===== config.mk =====
export PLATFORM = sky130hd
export DESIGN_NAME = lzsd_parse
export DESIGN_NICKNAME = d
export VERILOG_FILES = /design/src/rtl/lzsd_pkg.sv /design/src/rtl/lzsd_parse.sv
export SDC_FILE = /design/constraint.sdc
export NUM_CORES = 1
export LEC_CHECK = 0
export BUFFER_PORTS_ARGS = -buffer_cell sky130_fd_sc_hd__buf_2
export CAP_MARGIN = 5
export CORE_ASPECT_RATIO = 0.75
export CORE_UTILIZATION = 55
export CTS_CLUSTER_DIAMETER = 120
export DETAILED_ROUTE_END_ITERATION = 8
export GPL_TIMING_DRIVEN = 0
export PLACE_DENSITY = 0.84
export SETUP_SLACK_MARGIN = 0.02
export SKIP_CTS_REPAIR_TIMING = 1
export SLEW_MARGIN = 40
export SYNTH_ARGS = -nofsm -noshare
export SYNTH_HDL_FRONTEND = slang
export SYNTH_SLANG_ARGS = --single-unit

===== constraint.sdc =====
create_clock -name clk -period 3.7 [get_ports clk]
set_input_delay 0 -clock clk [delete_from_list [all_inputs] [get_ports clk]]
set_output_delay 0 -clock clk [all_outputs]
set_load 0.02 [all_outputs]

===== src/rtl/lzsd_pkg.sv =====
// lzsd_pkg: shared types and constants of the lzss stream decoder
// no dependencies

package lzsd_pkg;

  localparam int RING_DEPTH    = 4096;
  localparam int RING_AW       = 12;
  localparam int FILL_W        = 13;
  localparam int LONGEST_MATCH = 18;
  localparam int LENGTH_BIAS   = 2;
  localparam int LEN_W         = 5;

  localparam logic [RING_AW-1:0] WP_START   = RING_AW'(RING_DEPTH - LONGEST_MATCH);
  localparam logic [FILL_W-1:0]  FILL_FULL  = FILL_W'(RING_DEPTH);
  localparam logic [7:0]         SPACE_BYTE = 8'h20;
  localparam logic [LEN_W-1:0]   LEN_ADD    = LEN_W'(LENGTH_BIAS + 1);

  localparam logic [1:0] PH_FLAG = 2'd0;
  localparam logic [1:0] PH_ITEM = 2'd1;
  localparam logic [1:0] PH_LEN  = 2'd2;

  typedef struct packed {
    logic               lit;
    logic               copy;
    logic [7:0]         data;
    logic [RING_AW-1:0] pos;
    logic [3:0]         len_code;
  } lzsd_cmd_t;

endpackage


===== src/rtl/lzsd_parse.sv =====
// lzsd_parse: flag byte and token parser, turns accepted beats into commands
// depends on lzsd_pkg

module lzsd_parse import lzsd_pkg::*; (
  input  logic      clk,
  input  logic      rst,
  input  logic      accept,
  input  logic [7:0] in_byte,
  output lzsd_cmd_t cmd
);

  logic [1:0] phase;
  logic [1:0] phase_next;
  logic [7:0] flag_bits;
  logic [3:0] flags_left;
  logic [7:0] pos_low;
  logic       item_done;

  always_comb begin
    cmd.lit      = accept && (phase == PH_ITEM) && flag_bits[0];
    cmd.copy     = accept && (phase == PH_LEN);
    cmd.data     = in_byte;
    cmd.pos      = {in_byte[7:4], pos_low};
    cmd.len_code = in_byte[3:0];
    item_done    = cmd.lit || cmd.copy;
  end

  always_comb begin
    phase_next = phase;
    unique case (phase)
      PH_ITEM: begin
        if (flag_bits[0]) begin
          phase_next = (flags_left <= 4'd1) ? PH_FLAG : PH_ITEM;
        end else begin
          phase_next = PH_LEN;
        end
      end
      PH_LEN: begin
        phase_next = (flags_left <= 4'd1) ? PH_FLAG : PH_ITEM;
      end
      default: begin
        phase_next = PH_ITEM;
      end
    endcase
  end

  always_ff @(posedge clk) begin
    if (rst) begin
      phase      <= PH_FLAG;
      flag_bits  <= 8'd0;
      flags_left <= 4'd0;
      pos_low    <= 8'd0;
    end else if (accept) begin
      phase <= phase_next;
      if (phase == PH_ITEM && !flag_bits[0]) begin
        pos_low <= in_byte;
      end
      if (item_done) begin
        flag_bits <= {1'b0, flag_bits[7:1]};
        if (flags_left != 4'd0) begin
          flags_left <= flags_left - 4'd1;
        end
      end else if (phase != PH_ITEM && phase != PH_LEN) begin
        flag_bits  <= in_byte;
        flags_left <= 4'd8;
      end
    end
  end

endmodule


# Word-level counts from Yosys, hierarchy flattened
# Cells that the tools add are included.
# word_totals
output_inout_bits	26
word_cells	31
ff_bits	22
input_bits	11
# op_classes
muxes	8
n_reduce_logical	12
add_sub_neg	1
eq_ne	5
order_cmp	1
# op_table
op	n
$mux 8	2
$mux 4	3
$logic_and 1x1->1	5
$le 4x1->1 const B	1
$ne 2x1->1 const B	2
$pmux 2 s2	1
$reduce_and 2->1	2
$reduce_bool 4->1	1
$sub 4x1->4 const B	1
$reduce_and 3->1	1
$eq 2x1->1 const B	1
$eq 2x2->1 const B	1
$mux 2	1
$ne 2x2->1 const B	1
$reduce_bool 2->1	1
$logic_not 1->1	1
$logic_or 1x1->1	1
$mux 1	1

# Depth between registers and ports, before layout
# Gate-level depths: netlist (run 1).
# logic_depth
depth_word	6
ltp_mapped	6
mapped_depth_nobuf	5

# Worst setup path after synthesis (run 1)
# Ideal clock, no wire load.
# synth_path
kind	reg-to-reg
start	reg flags_left[0]
end	reg flags_left[0]
period_less_slack_ps	1461
n_path_buf	0
setup_time_ps	121
arrival_ps	1340
slack_ps	2239
t_required_ps	3579
path_stages_with_launch	6
path_cell_list	dfxtp_1 inv_1 ha_1 nor3b_2 nor3_1 mux2_2
# synth_via
elab_chain_len	3
elab_cells_between_ends	6
classes_between	add/sub: 1; eq/ne: 1; mux: 2; reduce/logical: 2
# synth_rtl
element	line_no	text
start: declaration	lzsd_parse.sv:15	logic [3:0] flags_left;
start signal: assignment	lzsd_parse.sv:61	flags_left <= flags_left - 4'd1;
$sub 4x1->4 / $reduce_bool 4->1 (equally long branches)	lzsd_parse.sv:61, lzsd_parse.sv:60	
$mux 4 / $ne 2x1->1 (equally long branches)	--	
$mux 4 / $reduce_and 3->1 (equally long branches)	--	
# Parallel ways exist; a longest one is shown, timed or not. The select of a mux whose other input is x is not followed.
# A chain may end at the register's enable or synchronous reset.

# Worst setup path in the final report (run 1)
# layout_path
start	reg phase[1]
end	reg flag_bits[6]
# layout_via
elab_chain_len	6
elab_cells_between_ends	12
classes_between	eq/ne: 4; mux: 1; reduce/logical: 7
# layout_rtl
element	line_no	text
start: declaration	lzsd_parse.sv:12	logic [1:0] phase;
start signal: assignment	lzsd_parse.sv:54	phase <= phase_next;
$eq 2x1->1	lzsd_parse.sv:20	cmd.lit = accept && (phase == PH_ITEM) && flag_bits[0];
$logic_and 1x1->1 (2 in series)	lzsd_parse.sv:20	
$logic_or 1x1->1	lzsd_parse.sv:25	item_done = cmd.lit || cmd.copy;
$reduce_bool 2->1 (no source line)	--	
$reduce_and 2->1 (no source line)	--	
end signal: assignment	lzsd_parse.sv:59	flag_bits <= {1'b0, flag_bits[7:1]};
end signal: assignment	lzsd_parse.sv:64	flag_bits <= in_byte;
end: declaration	lzsd_parse.sv:14	logic [7:0] flag_bits;
# Parallel ways exist; a longest one is shown, timed or not.

==> results of run 1 <==
-- worst max-delay path by stage --
stage               depth (start not counted)       endpoint           from  slack (ns)
detailed placement                          6   flag_bits[6]       phase[1]        2.06
global placement                            6  flags_left[0]       phase[1]        2.10
finish                                      6   flag_bits[6]       phase[1]        2.00
global route                                5   flag_bits[6]       phase[0]        1.87
CTS                                         6  flags_left[1]       phase[1]        2.04
floorplan                                   5  flags_left[0]  flags_left[0]        2.24
-- power by group --
part	switching (mW)	leakage [nW]	internal (mW)	total, mW
logic	0.0882	0.585	0.0700	0.158
clock network	0.0747	0.0210	0.0601	0.135
registers	0.0114	0.180	0.253	0.265
-- cell type report --
cell class	count	area (sq um)	area share, %
Timing Repair Buffer	39	220.2	14.06
Inverter	10	37.54	2.396
Tap cell	24	30.03	1.917
Multi-Input combinational cell	86	625.6	39.94
Clock buffer	4	36.28	2.316
Buffer	24	176.4	11.26
Sequential cell	22	440.4	28.12
-- cell usage in the layout, fill, tap and decap left out, types with 7 or more instances in the layout --
| cell | instances |
|---|---|
| mux2i_1 | 11 |
| buf_2 | 37 |
| nor2_1 | 13 |
| nor3_1 | 7 |
| buf_4 | 18 |
| dfxtp_1 | 22 |
| inv_1 | 10 |
-- worst max-delay path: stages, from the launching register on --
cell and delay (ns):
dfxtp_1 0.39, inv_1 0.05, ha_1 0.26, a21oi_2 0.30
buf_6 0.20, mux2i_1 0.25, o32ai_1 0.12
-- logic make-up (layout without fill, tap and decap cells) --
group                    Yosys count  in the layout
AO/OA/AOI/OAI                     23             23
adder cells (fa/ha/maj)            5              5
buffers and inverters             34             77
flip-flops                        22             22
multiplexers                      15             15
AND/OR/NAND/NOR                   43             43
-- flip-flops by register name (all words and copies together), names as in the netlist --
register,flops
flags_left,4
pos_low,8
flag_bits,8
phase,2
-- metrics by stage --
step / area [sq um] / util, % / hold slack (ns) / setup WS [ns]
after floorplan: 1280 / - / 0.1126 / 2.239
after global placement: 1480 / 70.42 / 0.2745 / 2.102
after detailed placement: 1480 / 70.42 / 0.2863 / 2.065
after CTS: 1516 / 72.14 / -0.04478 / 2.041
after global routing: 1567 / 74.52 / 0.006115 / 1.869
final: 1567 / 74.52 / -0.02639 / 1.999
-- routing by layer --
layer / part of all wire, % / wire length, um
met5: 0 / 0
met4: 3.5 / 107
met3: 6.7 / 203
met2: 48 / 1473
met1: 41 / 1256
==> impl_metrics.yaml, run 1 <==
run_status:
  outcome: "complete, but fails checks"
  failed_checks: "design-rule violations, negative hold slack"
routing:
  vias: 1181
  initialDrtViolationCount: 53
  routed_wl_um: 3040
  ant_nets: 0
  wire_per_inst_um: 14.55
  viasPerCell: 5.651
  drc_errors: 2
  drt-pass1-iter-count: 6
sta:
  relSlewSlack_pct: 63.70
  timing.fmax_ghz: 0.5880
  tightest_slew_ns: 0.5444
  clock_skew_ns: 0.001551
  setup_tns_ns: 0
  hold_viol: 3
  post-route-period-util_pct: 45.97
  rsz0062_at_grt: "no"
  drv_slew: 0
  setup_viol: 0
  holdWs_ns: -0.02639
  fin_crit_ns: 1.701
floorplanning:
  die_h_um: 43.78
  core_area_sq_um: 2102
  dieArea_sq_um: 2526
  num_io_pins: 37
  die_w_um: 57.71
  initial_utilization_pct: 60.89
  row_count: 14
layout:
  nFillCells: 158
  antenna_cells: 0
  stdcell_count: 209
  nets: 202
  drive_gt1_share_pct: 40.00
  syn2layout_area_growth_pct: 22.38
worst_setup_path:
  r2r_start: "phase[1]"
  required_ns: 3.90
  r2r_cells: 6
  crit_fanout: 10
  reg2reg_setup_slack_ns: 2.00
  crit_arrival_ns: 1.90
  criticalPathCategory: "register to register"
  worst_setup_path_start_kind: "register"
  end_kind: "register"
  r2r_end: "flag_bits[6]"
clock_network:
  numCtsBuffers: 3
  clock_path_buffers: 2
  cts_tree: "done"
  cts_sinks: 22
  insertion_delay_ns: 0.31
  cts_root_buf: "clkbuf_4"
  htreeDepth: 1
  clkTransAtPathRegs_ns: 0.12
power:
  peakVddDrop_mv: 0.2546
  finalPower_mw: 0.5580
  power.density_nw_per_um2: 356.2
  p_leak_nw: 0.7859
global_routing:
  grt_max_degree: 13
  antenna_found_initial: 0
  grt_pass1_vias: 1113
  met2_usage_pct: 43.49
  grt-ovfl-total: 0
  grt_usage_pct: 25.72
  grt_pass1_wl_um: 4850
  grt_busiest_layer: "met2"
  use_met1_pct: 31.31
  met3_usage_pct: 6.866
logic_synthesis:
  ys_top_cells_by_count: "dfxtp_1, buf_4, nor2_1, mux2i_1, inv_1"
  syn_area_sq_um: 1280
  synth_top_family_by_area: "simple AND/OR/NAND/NOR gates"
  synth-main-ff-cell: "dfxtp_1"
  ys_seq_area_share_pct: 34.41
  synth_top_cell_by_area: "dfxtp_1"
  synth-adder-area-share_pct: 4.888
  synth_compound_area_share_pct: 12.71
  async_reset_ff_share_pct: 0
  synth.mux.area_fraction_pct: 12.12
  yosysTopAreaCellShare_pct: 34.41
  yosysMostFrequentCell: "dfxtp_1"
  yosys-top-cells-area: "dfxtp_1, buf_4, mux2i_1"
  synth_fp_nets: 158
  syn-mean-instance-area_sq_um: 9.014
  netlist_instances: 142
  synth_xor_xnor_area_share_pct: 0
  ys.warnings.count: 0
  synth_cell_types: 36
  yosys.area_share.simple_pct: 19.16
  synth_edf_count: 0
  ys_seq_elements: 22
placement:
  dp_cells: 200
  gp_congestion: 0.8648
  portBuffers: 34
  hpwl_um: 2215
hold_path:
  worstHoldPathType: "input pin to register"
  min_from: "in_byte[2]"
  min_to: "pos_low[2]"
  whs_path_depth: 3
job:
  cap_violations: 0
No activity file was read; power rests on OpenSTA's default activity.
==> inputs of run 2 (changes only) <==
--- a/config.mk
+++ b/config.mk
@@ -8,11 +8,11 @@
 export BUFFER_PORTS_ARGS = -buffer_cell sky130_fd_sc_hd__buf_2
 export CAP_MARGIN = 5
 export CORE_ASPECT_RATIO = 0.75
-export CORE_UTILIZATION = 55
+export CORE_UTILIZATION = 51
 export CTS_CLUSTER_DIAMETER = 120
 export DETAILED_ROUTE_END_ITERATION = 8
 export GPL_TIMING_DRIVEN = 0
-export PLACE_DENSITY = 0.84
+export PLACE_DENSITY = 0.79
 export SETUP_SLACK_MARGIN = 0.02
 export SKIP_CTS_REPAIR_TIMING = 1
 export SLEW_MARGIN = 40
==> constraint.sdc (replaced) <==
create_clock -name clk -period 1.7 [get_ports clk]
set_input_delay 0 -clock clk [delete_from_list [all_inputs] [get_ports clk]]
set_output_delay 0 -clock clk [all_outputs]
set_load 0.02 [all_outputs]
==> impl_metrics.yaml, run 2 (synthesis results as in run 1) <==
layout:
  top_regs: "flag_bits: 8 flops, pos_low: 8 flops, flags_left: 4 flops"
  antenna_cells: 0
  mostFrequentLayoutCell: "buf_2"
  most-common-layout-cells: "buf_2, dfxtp_1, buf_4"
  syn2layout_area_growth_pct: 28.25
  nets: 207
  drive_gt1_share_pct: 40.53
floorplanning:
  die_w_um: 59.85
  initial_utilization_pct: 55.00
  core_area_sq_um: 2327
  die_h_um: 45.39
  dieArea_sq_um: 2716
  num_io_pins: 37
  row_count: 15
sta:
  setup_viol: 0
  hold_viol: 0
  timing.fmax_ghz: 0.6390
  post-route-period-util_pct: 92.06
  rsz0062_at_grt: "no"
  setup_tns_ns: 0
  fin_crit_ns: 1.565
  relSlewSlack_pct: 68.86
  tightest_slew_ns: 0.4671
  drv_slew: 0
  clock_skew_ns: 0.0007671
worst_setup_path:
  crit_fanout: 5
  cpPeakStageDelay_ns: 0.38
  cp_slowest_cell: "dfxtp_1"
  cp_cell_sequence: "inv_1 > ha_1 > a211o_1 > and2_4 > o32ai_1"
  r2r_cells: 5
  required_ns: 1.94
  path_depth: 5
  cpLargestDelayFamily: "compound AO/OA/AOI/OAI gates"
  crit_arrival_ns: 1.80
  end_kind: "register"
  path_buf_inv: 1
  worst_setup_path_start_kind: "register"
  criticalPathCategory: "register to register"
clock_network:
  cts_tree: "done"
  clock_path_buffers: 2
  htreeDepth: 1
  numCtsBuffers: 3
  insertion_delay_ns: 0.32
  clkTransAtPathRegs_ns: 0.12
  cts_root_buf: "clkbuf_4"
  cts_sinks: 22
placement:
  hpwl_um: 1994
  portBuffers: 34
  gp_congestion: 0.8178
power:
  p_leak_nw: 0.8089
  peakVddDrop_mv: 0.5197
  finalPower_mw: 1.222
  power.density_nw_per_um2: 744.6
global_routing:
  antenna_found_initial: 0
  met2_usage_pct: 34.67
  grt_usage_pct: 23.18
  grt_pass1_wl_um: 4574
  use_met1_pct: 30.40
  grt-ovfl-total: 0
  grt_pass1_vias: 1032
  grt_max_degree: 13
  met3_usage_pct: 7.102
  grt_busiest_layer: "met2"
job:
  cap_violations: 0
routing:
  initialDrtViolationCount: 49
  drc_errors: 0
  vias: 1174
  viasPerCell: 5.241
  wire_per_inst_um: 12.24
  drt-pass1-iter-count: 4
  ant_nets: 0
  routed_wl_um: 2741
hold_path:
  whs_path_depth: 3
  worstHoldPathType: "input pin to register"
run_status:
  outcome: "completed"
## run 2: through the flow
step | setup slack (ns) | hold WS [ns] | instances | utilization, % | cell area [sq um]
6_report | 0.1350 | 0.1010 | 224 | 70.54 | 1642
5_1_grt | 0.04221 | 0.08632 | 224 | 70.54 | 1642
4_1_cts | 0.03052 | -0.05166 | 214 | 65.70 | 1529
3_5_place_dp | 0.04879 | 0.2861 | 210 | 64.14 | 1493
3_3_place_gp | 0.09520 | 0.2755 | 210 | 64.14 | 1493
2_1_floorplan | 0.2388 | 0.1126 | 142 | - | 1280
## run 2: final cells by class
type / count / area (sq um)
Multi-Input combinational cell: 86 / 640.6
Buffer: 24 / 176.4
Clock buffer: 4 / 36.28
Tap cell: 34 / 42.54
Timing Repair Buffer: 44 / 267.8
Inverter: 10 / 37.54
Sequential cell: 22 / 440.4
Fill cell: 198 / 685.7
## run 2: worst register-to-register path, stage by stage, from the launching register on
cell     delay, ns
dfxtp_1       0.38
inv_1         0.05
ha_1          0.33
a211o_1       0.32
and2_4        0.20
o32ai_1       0.21
## run 2: where the power goes
group	total (mW)	leakage (nW)	switching (mW)	internal (mW)
registers	0.575	0.180	0.0231	0.552
clock network	0.298	0.0210	0.167	0.131
logic	0.349	0.608	0.187	0.162
## run 2: worst paths after layout
path / startpoint / slack (ns) / to
setup / recovery: phase[0] / 0.14 / flag_bits[5]
hold / removal: accept / 0.10 / flag_bits[2]
setup reg to reg: phase[0] / 0.14 / flag_bits[5]
hold reg to reg: flag_bits[1] / 0.49 / flag_bits[1]
## run 2: layer usage
layer	share of wire (%)	up-vias
li1	-	574
met1	45	543
met2	44	52
met3	9.4	5
met4	1.6	0
met5	0	-
